===== src/rtl/core/running_mean_stddev_goal_unit_assert.svh =====
// Assertion macros for the running mean and deviation unit.
// Needs signals clk and arst_n in the including scope.
`ifndef RUNNING_MEAN_STDDEV_GOAL_UNIT_ASSERT_SVH
`define RUNNING_MEAN_STDDEV_GOAL_UNIT_ASSERT_SVH

// antecedent implies consequent on the next clock
`define RMSG_ASSERT_NEXT(lbl, ante, cons) \
	lbl: assert property (@(posedge clk) disable iff (!arst_n) (ante) |=> (cons)) \
		else $error("rmsg assertion failed");

// antecedent implies consequent on the same clock
`define RMSG_ASSERT_SAME(lbl, ante, cons) \
	lbl: assert property (@(posedge clk) disable iff (!arst_n) (ante) |-> (cons)) \
		else $error("rmsg assertion failed");

`endif


===== src/rtl/core/rmsg_pkg.sv =====
// Shared types and constants of the running mean and deviation unit.
// No dependencies.
`timescale 1ns / 1ps
package rmsg_pkg;
	localparam int SAMPLE_W = 16;
	localparam int COUNT_W  = 17;
	localparam int SUM_W    = 33;
	localparam int SQSUM_W  = 49;
	localparam int MUL_W    = 33;
	localparam int PROD_W   = 2 * MUL_W;

	localparam logic [15:0] GOAL_RESET = 16'd10;
	localparam logic [15:0] THR_RESET  = 16'sd1280;

	localparam logic [1:0] CMD_SAMPLE  = 2'd0;
	localparam logic [1:0] CMD_START   = 2'd1;
	localparam logic [1:0] CMD_PREEMPT = 2'd2;

	localparam logic [1:0] OUTC_RUNNING   = 2'd0;
	localparam logic [1:0] OUTC_SUCCEEDED = 2'd1;
	localparam logic [1:0] OUTC_ABORTED   = 2'd2;

	localparam logic CFG_GOAL = 1'b0;
	localparam logic CFG_THR  = 1'b1;

	typedef enum logic [4:0] {
		OP_NONE, OP_CLEAR, OP_STOP, OP_LOAD, OP_ACC, OP_SQ, OP_MQ0, OP_MQ1,
		OP_MNN, OP_MTH, OP_DINIT_M, OP_DSTEP, OP_DINIT_V, OP_SINIT, OP_SSTEP, OP_FIN
	} dp_op_t;

	typedef enum logic [3:0] {
		ST_IDLE, ST_ACC, ST_SQ, ST_MQ0, ST_MQ1, ST_MNN, ST_MTH, ST_DINIT_M,
		ST_DIV_M, ST_DINIT_V, ST_DIV_V, ST_SINIT, ST_SQRT, ST_FIN
	} st_t;

	typedef struct packed {
		dp_op_t op;
	} dp_cmd_t;

	typedef struct packed {
		logic active;
	} dp_stat_t;
endpackage


===== src/rtl/core/rmsg_ctrl.sv =====
// Controller state machine: sequences accumulate, multiply, divide and root steps.
// Depends on rmsg_pkg and the assertion macro header.
`timescale 1ns / 1ps
`include "running_mean_stddev_goal_unit_assert.svh"
module rmsg_ctrl import rmsg_pkg::*; (
	input  logic     clk,
	input  logic     arst_n,
	input  logic     in_valid,
	input  logic [1:0] in_cmd,
	output logic     in_ready,
	input  logic     out_ready,
	output logic     out_valid,
	input  dp_stat_t stat,
	output dp_cmd_t  cmd
);
	st_t state_q, state_d;
	logic [5:0] ctr_q, ctr_d;
	logic out_valid_q, out_valid_d;

	always_ff @(posedge clk or negedge arst_n) begin
		if (!arst_n) begin
			state_q     <= ST_IDLE;
			ctr_q       <= '0;
			out_valid_q <= 1'b0;
		end else begin
			state_q     <= state_d;
			ctr_q       <= ctr_d;
			out_valid_q <= out_valid_d;
		end
	end

	always_comb begin
		state_d     = state_q;
		ctr_d       = ctr_q;
		cmd.op      = OP_NONE;
		in_ready    = 1'b0;
		out_valid_d = out_valid_q && !out_ready;
		unique case (state_q)
			ST_IDLE: begin
				in_ready = 1'b1;
				if (in_valid) begin
					priority if (in_cmd == CMD_START) begin
						cmd.op = OP_CLEAR;
					end else if (in_cmd == CMD_PREEMPT) begin
						cmd.op = OP_STOP;
					end else if (in_cmd == CMD_SAMPLE && stat.active) begin
						cmd.op  = OP_LOAD;
						state_d = ST_ACC;
					end else begin
						cmd.op = OP_NONE;
					end
				end
			end
			ST_ACC: begin
				cmd.op  = OP_ACC;
				state_d = ST_SQ;
			end
			ST_SQ: begin
				cmd.op  = OP_SQ;
				state_d = ST_MQ0;
			end
			ST_MQ0: begin
				cmd.op  = OP_MQ0;
				state_d = ST_MQ1;
			end
			ST_MQ1: begin
				cmd.op  = OP_MQ1;
				state_d = ST_MNN;
			end
			ST_MNN: begin
				cmd.op  = OP_MNN;
				state_d = ST_MTH;
			end
			ST_MTH: begin
				cmd.op  = OP_MTH;
				state_d = ST_DINIT_M;
			end
			ST_DINIT_M: begin
				cmd.op  = OP_DINIT_M;
				ctr_d   = 6'd63;
				state_d = ST_DIV_M;
			end
			ST_DIV_M: begin
				cmd.op = OP_DSTEP;
				ctr_d  = ctr_q - 6'd1;
				if (ctr_q == '0) state_d = ST_DINIT_V;
			end
			ST_DINIT_V: begin
				cmd.op  = OP_DINIT_V;
				ctr_d   = 6'd63;
				state_d = ST_DIV_V;
			end
			ST_DIV_V: begin
				cmd.op = OP_DSTEP;
				ctr_d  = ctr_q - 6'd1;
				if (ctr_q == '0) state_d = ST_SINIT;
			end
			ST_SINIT: begin
				cmd.op  = OP_SINIT;
				ctr_d   = 6'd31;
				state_d = ST_SQRT;
			end
			ST_SQRT: begin
				cmd.op = OP_SSTEP;
				ctr_d  = ctr_q - 6'd1;
				if (ctr_q == '0) state_d = ST_FIN;
			end
			ST_FIN: begin
				if (!out_valid_q || out_ready) begin
					cmd.op      = OP_FIN;
					out_valid_d = 1'b1;
					state_d     = ST_IDLE;
				end
			end
			default: state_d = ST_IDLE;
		endcase
	end

	assign out_valid = out_valid_q;

	`RMSG_ASSERT_NEXT(a_sample_starts, in_valid && in_ready && in_cmd == CMD_SAMPLE && stat.active, state_q == ST_ACC)
	`RMSG_ASSERT_NEXT(a_fin_holds, state_q == ST_FIN && out_valid_q && !out_ready, state_q == ST_FIN && out_valid_q)
	`RMSG_ASSERT_NEXT(a_div_done, state_q == ST_DIV_M && ctr_q == '0, state_q == ST_DINIT_V)
	`RMSG_ASSERT_SAME(a_busy_no_accept, state_q != ST_IDLE, !in_ready)
endmodule


===== config.mk =====
export PLATFORM = sky130hd
export DESIGN_NAME = rmsg_ctrl
export DESIGN_NICKNAME = d
export VERILOG_FILES = /design/src/rtl/core/rmsg_pkg.sv /design/src/rtl/core/rmsg_ctrl.sv
export VERILOG_INCLUDE_DIRS = /design/src /design/src/rtl/core
export SDC_FILE = /design/constraint.sdc
export NUM_CORES = 1
export LEC_CHECK = 0
export BUFFER_PORTS_ARGS = -buffer_cell sky130_fd_sc_hd__buf_2
export CAP_MARGIN = 0
export CELL_PAD_IN_SITES_DETAIL_PLACEMENT = 1
export CELL_PAD_IN_SITES_GLOBAL_PLACEMENT = 1
export CORE_MARGIN = 2
export CORE_UTILIZATION = 23
export DETAILED_ROUTE_END_ITERATION = 12
export PLACE_DENSITY = 0.6
export SETUP_SLACK_MARGIN = 0.1
export SYNTH_ARGS = -nofsm -noshare
export SYNTH_HDL_FRONTEND = slang
export SYNTH_SLANG_ARGS = --single-unit

===== constraint.sdc =====
create_clock -name clk -period 1.8 [get_ports clk]
set_clock_uncertainty 0.15 [all_clocks]
set_input_delay 0.36 -clock clk [delete_from_list [all_inputs] [get_ports clk]]
set_output_delay 0.36 -clock clk [all_outputs]
set_load 0.05 [all_outputs]

==> impl_metrics.ini <==
[status]
status = finished with violations
violations = setup timing

[routing]
via_per_inst = 4.90
drc = 0
vias = 990
initialDrtViolationCount = 27
drt_pass1_iterations = 4
final_antenna_net_count = 0
wl_per_cell_um = 15.8
drt_wl_total_um = 3190

[placed_design]
numPortBuffers = 12
placed_cells = 180
place_worst_setup_slack_ns = -0.223
gp_congestion = 0.794
dp_hpwl_um = 2030

[synthesis]
syn_area_sq_um = 832
ys_seq_area_share_pct = 33.1
ys_ff_latch = 11
synth_area_leaders = dfrtp_1, o21ai_0, buf_6
synth_most_common_cell = nand2_1
synth_edf_count = 0
synth_nets = 112
synth.distinct_cells = 36
yosysTopAreaCell = dfrtp_1
async_flop_share_pct = 100
postSynthAreaPerCell_sq_um = 8.00
netlist.area_leader.share_pct = 33.1
synthFlopType = dfrtp_1
synthTopCellsByCount = nand2_1, dfrtp_1, o21ai_0, a21oi_1, inv_1
syn_inst = 104
ys.warnings.count = 0

[timing]
setup_tns_ns = -1.68
fin_crit_ns = 2.20
hold_viol_final = 0
drv_slew = 0
max_freq_mhz = 454
setup_viol = 9
post-route-period-util_pct = 122
rsz0062_at_grt = true
setup_slack_ns = -0.404

[floorplan]
ioPinCount = 14
die_w_um = 64.1
die_h_um = 64.1
start_util_pct = 24.4
rows = 21
dieArea_sq_um = 4110
fp.coreArea_sq_um = 3420

[clock_tree]
h-tree-depth = 1
clockBufferDepth = 2
cts_tree = yes
cts_sinks = 11
insertion_delay_ns = 0.27
clk_pin_slew_ns = 0.08
cts_buffers = 3
cts_root_buf = clkbuf_4

[critical_path]
timing.rr.end = ctr_q[0]
cp_slowest_cell = dfrtp_2
required_ns = 1.29
crit_path_start = state_q[3]
critPathLaunchType = flip-flop
worstPathArrival_ns = 1.69
rrSetupSlack_ns = -0.10
cp_cell_sequence = nor4_4, nand2_1, nor3_1, or3b_4, buf_8
critPathCaptureType = output pin
reg2reg_depth = 10
r2r_start = state_q[0]
path_max_fanout = 3
max_stage_delay_ns = 0.43
critPathKind = flip-flop to output pin

[power]
worst_ir_drop_vdd_mv = 0.618
power_leakage_nw = 0.662
power-per-cell-area_nw_per_um2 = 2230

[min_path]
worstHoldPathType = input pin to async pin

[grt]
met2_usage_pct = 29.3
grt_pass1_vias = 1069
overflow = 0
grtUsageMet3_pct = 2.46
grt_max_degree = 15
antenna_found_initial = 0
grt_pass1_wl_um = 5120
use_met1_pct = 18.9
grt.busiest_layer = met2
gr-usage-all-layers_pct = 15.7

[finish]
area_growth_pct = 82.1
stdcell_count = 202
n_antenna_cell = 0
drive_gt1_share_pct = 55.8
final_nets = 165

[run]
max_cap_violations = 0
logic make-up after synthesis:
logic type	count (synthesis)	synth area share, %
adder cells (fa/ha/maj)	1	1.50
other	1	0.451
flip-flops	11	33.1
buffers and inverters	14	10.8
XOR/XNOR	1	1.05
AO/OA/AOI/OAI	36	28.3
AND/OR/NAND/NOR	40	24.8
layout by cell type, fill, tap and decap left out, types with 2 or more instances in the layout:
master,n
buf_2,7
nand2_1,9
dfrtp_1,8
clkbuf_4,3
o22ai_1,3
nand2b_4,2
dfrtp_2,3
nor2_1,5
buf_4,28
a211o_1,2
buf_6,15
a21oi_1,5
nor4_4,2
nand2_4,2
a21oi_4,2
nand2b_1,2
nor2b_1,2
nand3_1,3
nor3_1,4
o21ai_0,7
inv_1,7
buf_8,3
o21ai_1,2
worst max-delay path by stage:
stage                     cells past startpoint  slack, ns  endpoint
after floorplan                               5      -0.59    cmd[0]
after global placement                        5      -0.15    cmd[0]
after detailed placement                      5      -0.22    cmd[0]
after CTS                                     5      -0.38    cmd[0]
after global routing                          5      -0.52    cmd[0]
final                                         5      -0.40    cmd[1]
critical path, delay by kind of cell, from the launching register on:
| kind | cells | cell delay [ns] |
|---|---|---|
| and+or+nand+nor | 4 | 0.86 |
| DFF | 1 | 0.43 |
| buffers and inverters | 1 | 0.14 |
repair_timing:
action,in CTS,in global routing
hold buffers,1,0
cloned,0,0
gates resized for setup,44,17
endpoints found under the setup margin,11,14
pin swaps,7,9
hold endpoints to repair,11,0
setup buffers,12,8
routing by layer:
layer  vias up  wire length, um
met5         -                0
met4         0                0
met3         0               80
met2        16             1640
met1       499             1470
li1        475                -
registers in the layout, indices dropped and copies added (netlist names):
name,flops
ctr_q,6
state_q,4
out_valid,1
stage by stage:
stage	power (mW)	cell area, sq um	hold WS [ns]	util [%]
floorplan	1.72	882	-0.0856	-
detailed placement	2.29	1120	0.104	32.8
finish	3.37	1520	0.340	44.4
CTS	3.11	1420	0.345	41.4
global placement	2.24	1120	0.0986	32.8
global route	3.59	1520	0.353	44.4
power by group:
group / total (mW) / switching, mW / internal [mW] / leakage, nW
clock: 0.173 / 0.0875 / 0.0857 / 0.0150
sequential: 0.500 / 0.140 / 0.360 / 0.121
combinational: 2.70 / 1.36 / 1.33 / 0.526
area by class of cell:
class                   instances  area, sq um
clock buffers                   4         26.3
fillers                       406         1900
inverters                       8         32.5
multi-input cells              79          651
flip-flops and latches         11          279
well taps                      46         57.6
repair buffers                 54          469
(Power assumes the default switching activity.)
