--- config.mk ---
export PLATFORM = sky130hd
export DESIGN_NAME = rmsg_dp
export DESIGN_NICKNAME = d
export VERILOG_FILES = /design/src/rtl/core/running_mean_stddev_goal_unit_assert.svh /design/src/rtl/core/rmsg_pkg.sv /design/src/rtl/core/rmsg_dp.sv
export SDC_FILE = /design/constraint.sdc
export NUM_CORES = 2
export LEC_CHECK = 0
export ABC_AREA = 1
export BUFFER_PORTS_ARGS = -buffer_cell sky130_fd_sc_hd__buf_2
export CAP_MARGIN = 10
export CORE_MARGIN = 3
export CORE_UTILIZATION = 40
export DETAILED_ROUTE_END_ITERATION = 16
export HOLD_SLACK_MARGIN = 0.1
export SYNTH_ARGS = -nofsm -noshare
export SYNTH_HDL_FRONTEND = slang
export SYNTH_SLANG_ARGS = --single-unit
--- constraint.sdc ---
create_clock -name clk -period 10.6 [get_ports clk]
set_input_delay 2.12 -clock clk [delete_from_list [all_inputs] [get_ports clk]]
set_output_delay 2.12 -clock clk [all_outputs]
set_load 0.01 [all_outputs]
--- src/rtl/core/running_mean_stddev_goal_unit_assert.svh ---
// Assertion macros for the running mean and deviation unit.
// Needs signals clk and arst_n in the including scope.
`ifndef RUNNING_MEAN_STDDEV_GOAL_UNIT_ASSERT_SVH
`define RUNNING_MEAN_STDDEV_GOAL_UNIT_ASSERT_SVH

// antecedent implies consequent on the next clock
`define RMSG_ASSERT_NEXT(lbl, ante, cons) \
	lbl: assert property (@(posedge clk) disable iff (!arst_n) (ante) |=> (cons)) \
		else $error("rmsg assertion failed");

// antecedent implies consequent on the same clock
`define RMSG_ASSERT_SAME(lbl, ante, cons) \
	lbl: assert property (@(posedge clk) disable iff (!arst_n) (ante) |-> (cons)) \
		else $error("rmsg assertion failed");

`endif

--- src/rtl/core/rmsg_pkg.sv ---
// Shared types and constants of the running mean and deviation unit.
// No dependencies.
`timescale 1ns / 1ps
package rmsg_pkg;
	localparam int SAMPLE_W = 16;
	localparam int COUNT_W  = 17;
	localparam int SUM_W    = 33;
	localparam int SQSUM_W  = 49;
	localparam int MUL_W    = 33;
	localparam int PROD_W   = 2 * MUL_W;

	localparam logic [15:0] GOAL_RESET = 16'd10;
	localparam logic [15:0] THR_RESET  = 16'sd1280;

	localparam logic [1:0] CMD_SAMPLE  = 2'd0;
	localparam logic [1:0] CMD_START   = 2'd1;
	localparam logic [1:0] CMD_PREEMPT = 2'd2;

	localparam logic [1:0] OUTC_RUNNING   = 2'd0;
	localparam logic [1:0] OUTC_SUCCEEDED = 2'd1;
	localparam logic [1:0] OUTC_ABORTED   = 2'd2;

	localparam logic CFG_GOAL = 1'b0;
	localparam logic CFG_THR  = 1'b1;

	typedef enum logic [4:0] {
		OP_NONE, OP_CLEAR, OP_STOP, OP_LOAD, OP_ACC, OP_SQ, OP_MQ0, OP_MQ1,
		OP_MNN, OP_MTH, OP_DINIT_M, OP_DSTEP, OP_DINIT_V, OP_SINIT, OP_SSTEP, OP_FIN
	} dp_op_t;

	typedef enum logic [3:0] {
		ST_IDLE, ST_ACC, ST_SQ, ST_MQ0, ST_MQ1, ST_MNN, ST_MTH, ST_DINIT_M,
		ST_DIV_M, ST_DINIT_V, ST_DIV_V, ST_SINIT, ST_SQRT, ST_FIN
	} st_t;

	typedef struct packed {
		dp_op_t op;
	} dp_cmd_t;

	typedef struct packed {
		logic active;
	} dp_stat_t;
endpackage

--- src/rtl/core/rmsg_dp.sv ---
// Datapath: job state, sums, shared multiplier, restoring divider, integer root.
// Depends on rmsg_pkg.
`timescale 1ns / 1ps
module rmsg_dp import rmsg_pkg::*; (
	input  logic          clk,
	input  logic          arst_n,
	input  dp_cmd_t       cmd,
	output dp_stat_t      stat,
	input  logic signed [SAMPLE_W-1:0] in_sample,
	input  logic          cfg_we,
	input  logic          cfg_idx,
	input  logic [15:0]   cfg_wdata,
	output logic [COUNT_W-1:0]  o_index,
	output logic [SAMPLE_W-1:0] o_echo,
	output logic [15:0]   o_mean,
	output logic [15:0]   o_sd,
	output logic [1:0]    o_outcome
);
	logic active_q;
	logic [15:0] goal_q, thr_q;
	logic [COUNT_W-1:0] cnt_q;
	logic [SUM_W-1:0] sum_q;
	logic [SQSUM_W-1:0] sq_q;
	logic [SAMPLE_W-1:0] x_q;
	logic signed [PROD_W-1:0] prod_q;
	logic [63:0] s2_q, nq_q, nn_q;
	logic [63:0] dq_q;
	logic [32:0] rem_q, dv_q;
	logic [15:0] mean_q;
	logic [63:0] rad_q;
	logic [34:0] srem_q;
	logic [31:0] root_q;

	logic signed [MUL_W-1:0] ma, mb;
	logic [31:0] abs_s;
	logic [33:0] dr;
	logic [34:0] sr, st;
	logic [63:0] q_abs;
	logic [COUNT_W-1:0] cnt_inc;

	assign abs_s = sum_q[SUM_W-1] ? 32'((~sum_q) + 33'd1) : sum_q[31:0];
	assign cnt_inc = (cnt_q == '1) ? cnt_q : cnt_q + 1'b1;
	assign dr = {rem_q, dq_q[63]};
	assign sr = {srem_q[32:0], rad_q[63:62]};
	assign st = {1'b0, root_q, 2'b01};
	assign q_abs = dq_q;

	always_comb begin
		ma = '0;
		mb = '0;
		unique case (cmd.op)
			OP_ACC: begin
				ma = MUL_W'($signed(x_q));
				mb = MUL_W'($signed(x_q));
			end
			OP_SQ: begin
				ma = {1'b0, abs_s};
				mb = {1'b0, abs_s};
			end
			OP_MQ0: begin
				ma = {16'b0, cnt_q};
				mb = {1'b0, sq_q[31:0]};
			end
			OP_MQ1: begin
				ma = {16'b0, cnt_q};
				mb = {16'b0, sq_q[48:32]};
			end
			OP_MNN: begin
				ma = {16'b0, cnt_q};
				mb = {16'b0, cnt_q};
			end
			OP_MTH: begin
				ma = MUL_W'($signed(thr_q));
				mb = {16'b0, cnt_q};
			end
			default: begin
				ma = '0;
				mb = '0;
			end
		endcase
	end

	always_ff @(posedge clk or negedge arst_n) begin
		if (!arst_n) begin
			active_q <= 1'b0;
			goal_q   <= GOAL_RESET;
			thr_q    <= THR_RESET;
			cnt_q    <= '0;
			sum_q    <= '0;
			sq_q     <= '0;
		end else begin
			if (cfg_we) begin
				if (cfg_idx == CFG_GOAL) goal_q <= cfg_wdata;
				else thr_q <= cfg_wdata;
			end
			unique case (cmd.op)
				OP_CLEAR: begin
					active_q <= 1'b1;
					cnt_q    <= '0;
					sum_q    <= '0;
					sq_q     <= '0;
				end
				OP_STOP: active_q <= 1'b0;
				OP_ACC: begin
					cnt_q <= cnt_inc;
					sum_q <= sum_q + SUM_W'($signed(x_q));
				end
				OP_SQ: sq_q <= sq_q + SQSUM_W'(prod_q[47:0]);
				OP_FIN: if (cnt_q > {1'b0, goal_q}) active_q <= 1'b0;
				default: ;
			endcase
		end
	end

	always_ff @(posedge clk) begin
		if (cmd.op == OP_ACC || cmd.op == OP_SQ || cmd.op == OP_MQ0 ||
		    cmd.op == OP_MQ1 || cmd.op == OP_MNN || cmd.op == OP_MTH)
			prod_q <= ma * mb;
		unique case (cmd.op)
			OP_LOAD: x_q <= in_sample;
			OP_MQ0:  s2_q <= prod_q[63:0];
			OP_MQ1:  nq_q <= prod_q[63:0];
			OP_MNN:  nq_q <= nq_q + {prod_q[31:0], 32'b0};
			OP_MTH:  nn_q <= prod_q[63:0];
			OP_DINIT_M: begin
				dq_q  <= {32'b0, abs_s};
				rem_q <= '0;
				dv_q  <= {16'b0, cnt_q};
			end
			OP_DSTEP: begin
				if (dr >= {1'b0, dv_q}) begin
					rem_q <= 33'(dr - {1'b0, dv_q});
					dq_q  <= {dq_q[62:0], 1'b1};
				end else begin
					rem_q <= dr[32:0];
					dq_q  <= {dq_q[62:0], 1'b0};
				end
			end
			OP_DINIT_V: begin
				if (sum_q[SUM_W-1])
					mean_q <= (q_abs > 64'd32768) ? 16'h8000 : 16'((~q_abs) + 64'd1);
				else
					mean_q <= (q_abs > 64'd32767) ? 16'h7fff : q_abs[15:0];
				dq_q  <= (nq_q > s2_q) ? nq_q - s2_q : 64'd0;
				rem_q <= '0;
				dv_q  <= nn_q[32:0];
			end
			OP_SINIT: begin
				rad_q  <= dq_q;
				srem_q <= '0;
				root_q <= '0;
			end
			OP_SSTEP: begin
				rad_q <= {rad_q[61:0], 2'b00};
				if (sr >= st) begin
					srem_q <= sr - st;
					root_q <= {root_q[30:0], 1'b1};
				end else begin
					srem_q <= sr;
					root_q <= {root_q[30:0], 1'b0};
				end
			end
			OP_FIN: begin
				o_index <= cnt_q;
				o_echo  <= x_q;
				o_mean  <= mean_q;
				o_sd    <= (root_q > 32'd65535) ? 16'hffff : root_q[15:0];
				if (cnt_q > {1'b0, goal_q})
					o_outcome <= ($signed({{33{sum_q[SUM_W-1]}}, sum_q}) < prod_q) ?
						OUTC_ABORTED : OUTC_SUCCEEDED;
				else
					o_outcome <= OUTC_RUNNING;
			end
			default: ;
		endcase
	end

	assign stat.active = active_q;
endmodule
==> impl_results.md <==
- Status: complete, no violations
- Final #Nets: 14100
- Synth area leaders: fa_1 25%, edfxtp_1 19%, nand2_1 14%
- Die height: 481 um
- Initial Utilization: 0.404
- TritonCTS clock tree: done
- Crit path arrival time: 10830 ps
- Num CTS Buffers: 82
- Clk_lat worst skew: 730 ps
- Fillers: 22600
- Largest family of logic cells by synthesized area: adder cells
- Critical path's slowest cell: fa_1
- Avg Inst Size Synth: 7.71 sq um
- Clock buffer depth: 3
- Layout cells sized above 1: 0.0865
- Synth top cells by count: 3270 x nand2_1, 2627 x inv_1, 1150 x fa_1, 997 x nor2_1, 585 x edfxtp_1
- Core area: 224000 sq um
- Seq/Total Area, Yosys: 0.231
- Crit. End Element: flip-flop
- Top Family by Delay on Critical Path: adder cells
- Worst-Margin Slew: 1090 ps
- Row count: 173
- Die Wd: 481 um
- PD cells: 100 nW/um^2
- Post-Syn Instances: 11700
- WS Path Type: input pin to flip-flop
- Rel. slew slack: 0.274
- Cts hold-fix bufs: 0
- Final wirelength: 350000 um
- Final hold slack: 416 ps
- Net switching power: 0.00408 W
- Critical R2R Launch: sum_q[0]
- Synth Area in Adders: 0.330
- Drt pass-1 iters: 6
- Max Freq: 95.9 MHz
- Max Cap Viol: 0
- Final setup viols: 0
- Vias/cell: 5.16
- Total Routing Usage GR: 0.303
- Max Slew Vio Count: 0
- Start point of the critical path: cmd[1]
- GPL Wtd Cong: 1.01
- Clock-pin slew on the worst setup and hold paths: 60 ps
- CTS H-tree lvls: 3
- Top-Level Pins: 109
- CP Buf/Inv Count: 10
- Clk root buf: clkbuf_16
- #FFs+latches synth: 717
- FFs w/ async S/R, synth: 0.184
- Peak supply drop: 0.132 mV
- Simple-Gate Fraction of Synth Area: 0.230
- Leakage: 54.0 nW
- Wirelength per Cell: 22.8 um
- Yosys top cell area share: 0.255
- Post-synthesis mux area share: 0
- Warnings from Yosys: 0
- Yosys top cell by area: fa_1
- RSZ-0062 raised after global routing: no
- Post-synth EDFFs: 585
- Via count of the first global-routing pass: 81700
- Period minus WS final: 10430 ps
- Area Growth Syn to Fin: 13.2%
- DRT iter0 DRCs: 6159
- Yosys cell types: 61
- Top-count cell post-synth: nand2_1
- Hold Vio Cnt, Final: 0
- Vias: 79200
- Fin crit share: 0.984
- Crit start category: input pin
- Comb power frac: 0.348
- Initial antenna violation count: 10
- Total grt overflow: 0
- First-pass GRT wire length: 522000 um
- Ys flop type: edfxtp_1
- Post-Synth XOR/XNOR Area: 0.0168
- Largest net degree at the start of global routing: 114
- Req. time, crit path: 11000 ps
- Max incr delay on CP: 550 ps
- Layout Skew: 49.5 ps
- DP Wirelength: 298000 um
- Hold crit path type: flip-flop to flip-flop
- Die area: 232000 sq um
- Sw frac: 0.398
- # clock sinks: 717
- Detail Route Antenna Nets: 0
- Port bufs: 108
- # DRC: 0
- Power Internal: 0.00617 W
- Synth Area in Compound Gates: 0.0659
- Clock share of power: 0.299
- Post-Syn Area: 90400 sq um
- Sequential power share: 0.353
- Layout Utilization: 0.458
- Worst hold start: mean_q[10]
- Max FO, Critical Path: 7
-- logic make-up after synthesis --
| group | Yosys count |
|---|---|
| buffers and inverters | 2961 |
| and+or+nand+nor | 5085 |
| DFF | 717 |
| adders and majority gates | 1694 |
| xor gates and xnor gates | 173 |
| AOI/OAI and AO/OA | 1101 |
| other | 2 |
-- per-layer routing --
metal	global-route usage	part of all wire
met5	0	0.000091
met4	0.145	0.057
met3	0.0352	0.055
met2	0.507	0.47
met1	0.391	0.42
-- area by class of cell --
type	instances	area [sq um]	area share
sequential	717	20900	0.204
inverter	2676	10000	0.0982
antenna	2	5.00	0.0000489
multi-input combinational	8070	58200	0.569
clock buffer	96	2200	0.0215
tap	2975	3720	0.0364
timing repair buffer	785	6580	0.0643
clock inverter	51	657	0.00642
-- power groups by stage --
stage / registers, W / clock network [W] / logic [W]
final: 0.00362 / 0.00306 / 0.00357
after global routing: 0.00361 / 0.00323 / 0.00394
after CTS: 0.00361 / 0.00314 / 0.00353
after detailed placement: 0.00367 / 0 / 0.00351
after global placement: 0.00366 / 0 / 0.00349
after floorplan: 0.00347 / 0 / 0.00210
-- per-stage QoR --
step	TNS (ps)	cell area, sq um	std cells	worst slack [ps]	total power (W)
after floorplan	0	90500	11700	34.2	0.00558
after global placement	-7170	99500	15200	-507	0.00715
after detailed placement	-6880	99500	15200	-475	0.00718
after CTS	0	102000	15400	280	0.0103
after global routing	0	102000	15400	4.76	0.0108
final	0	102000	15400	174	0.0103
-- sequential cells by signal, indices dropped and copies added, names as in the netlist, 32 cells and up --
register	cells
nn_q	33
dv_q	33
root_q	32
s2_q	64
dq_q	64
prod_q	66
nq_q	64
srem_q	33
sum_q	33
rad_q	64
sq_q	49
rem_q	33
-- timing repair --
item                       in CTS  in global routing
buffers inserted                0                  0
setup endpoints to repair       0                 12
gates resized for setup         0                  3
-- cells in the final DEF (no fill, tap or decap), types with 10 or more instances in the layout --
cell       netlist  layout
xor2_1         144     144
nand3_1        426     425
nor4_1          17      16
o22ai_1         32      32
nand2_1       3270    3269
inv_1         2627    2626
inv_2           46      47
nand2_2         35      36
nand4_1        108     108
xnor2_1         29      29
nor2_1         997     988
nor3_1          74      73
buf_12           0      76
a21boi_0        19      19
fa_1          1150    1150
a31oi_1         10      10
nand3b_1        91      91
o21a_1          10      10
o21ai_0        400     400
nor2_2          11      15
o21bai_1        41      41
buf_2          142     107
buf_4           28     600
clkinv_1         2      11
a21o_1          28      28
dfrtp_1        128     127
nand3_2         12      12
o211ai_1        15      15
clkbuf_16        0      83
conb_1           2      17
edfxtp_1       585     585
a22oi_1         10      10
o21ai_1         13      13
a21oi_1        499     497
ha_1           544     544
-- final timing paths --
path                       slack, ps  depth (start not counted)         end
max                              170                         34  prod_q[39]
min                              420                          0  o_mean[10]
max reg2reg                      460                         35  prod_q[62]
min reg2reg                      420                          0  o_mean[10]
max in group asynchronous       7610                          2   sum_q[32]
min in group asynchronous       1450                          1   goal_q[5]
No activity file was read; power rests on OpenSTA's default activity.
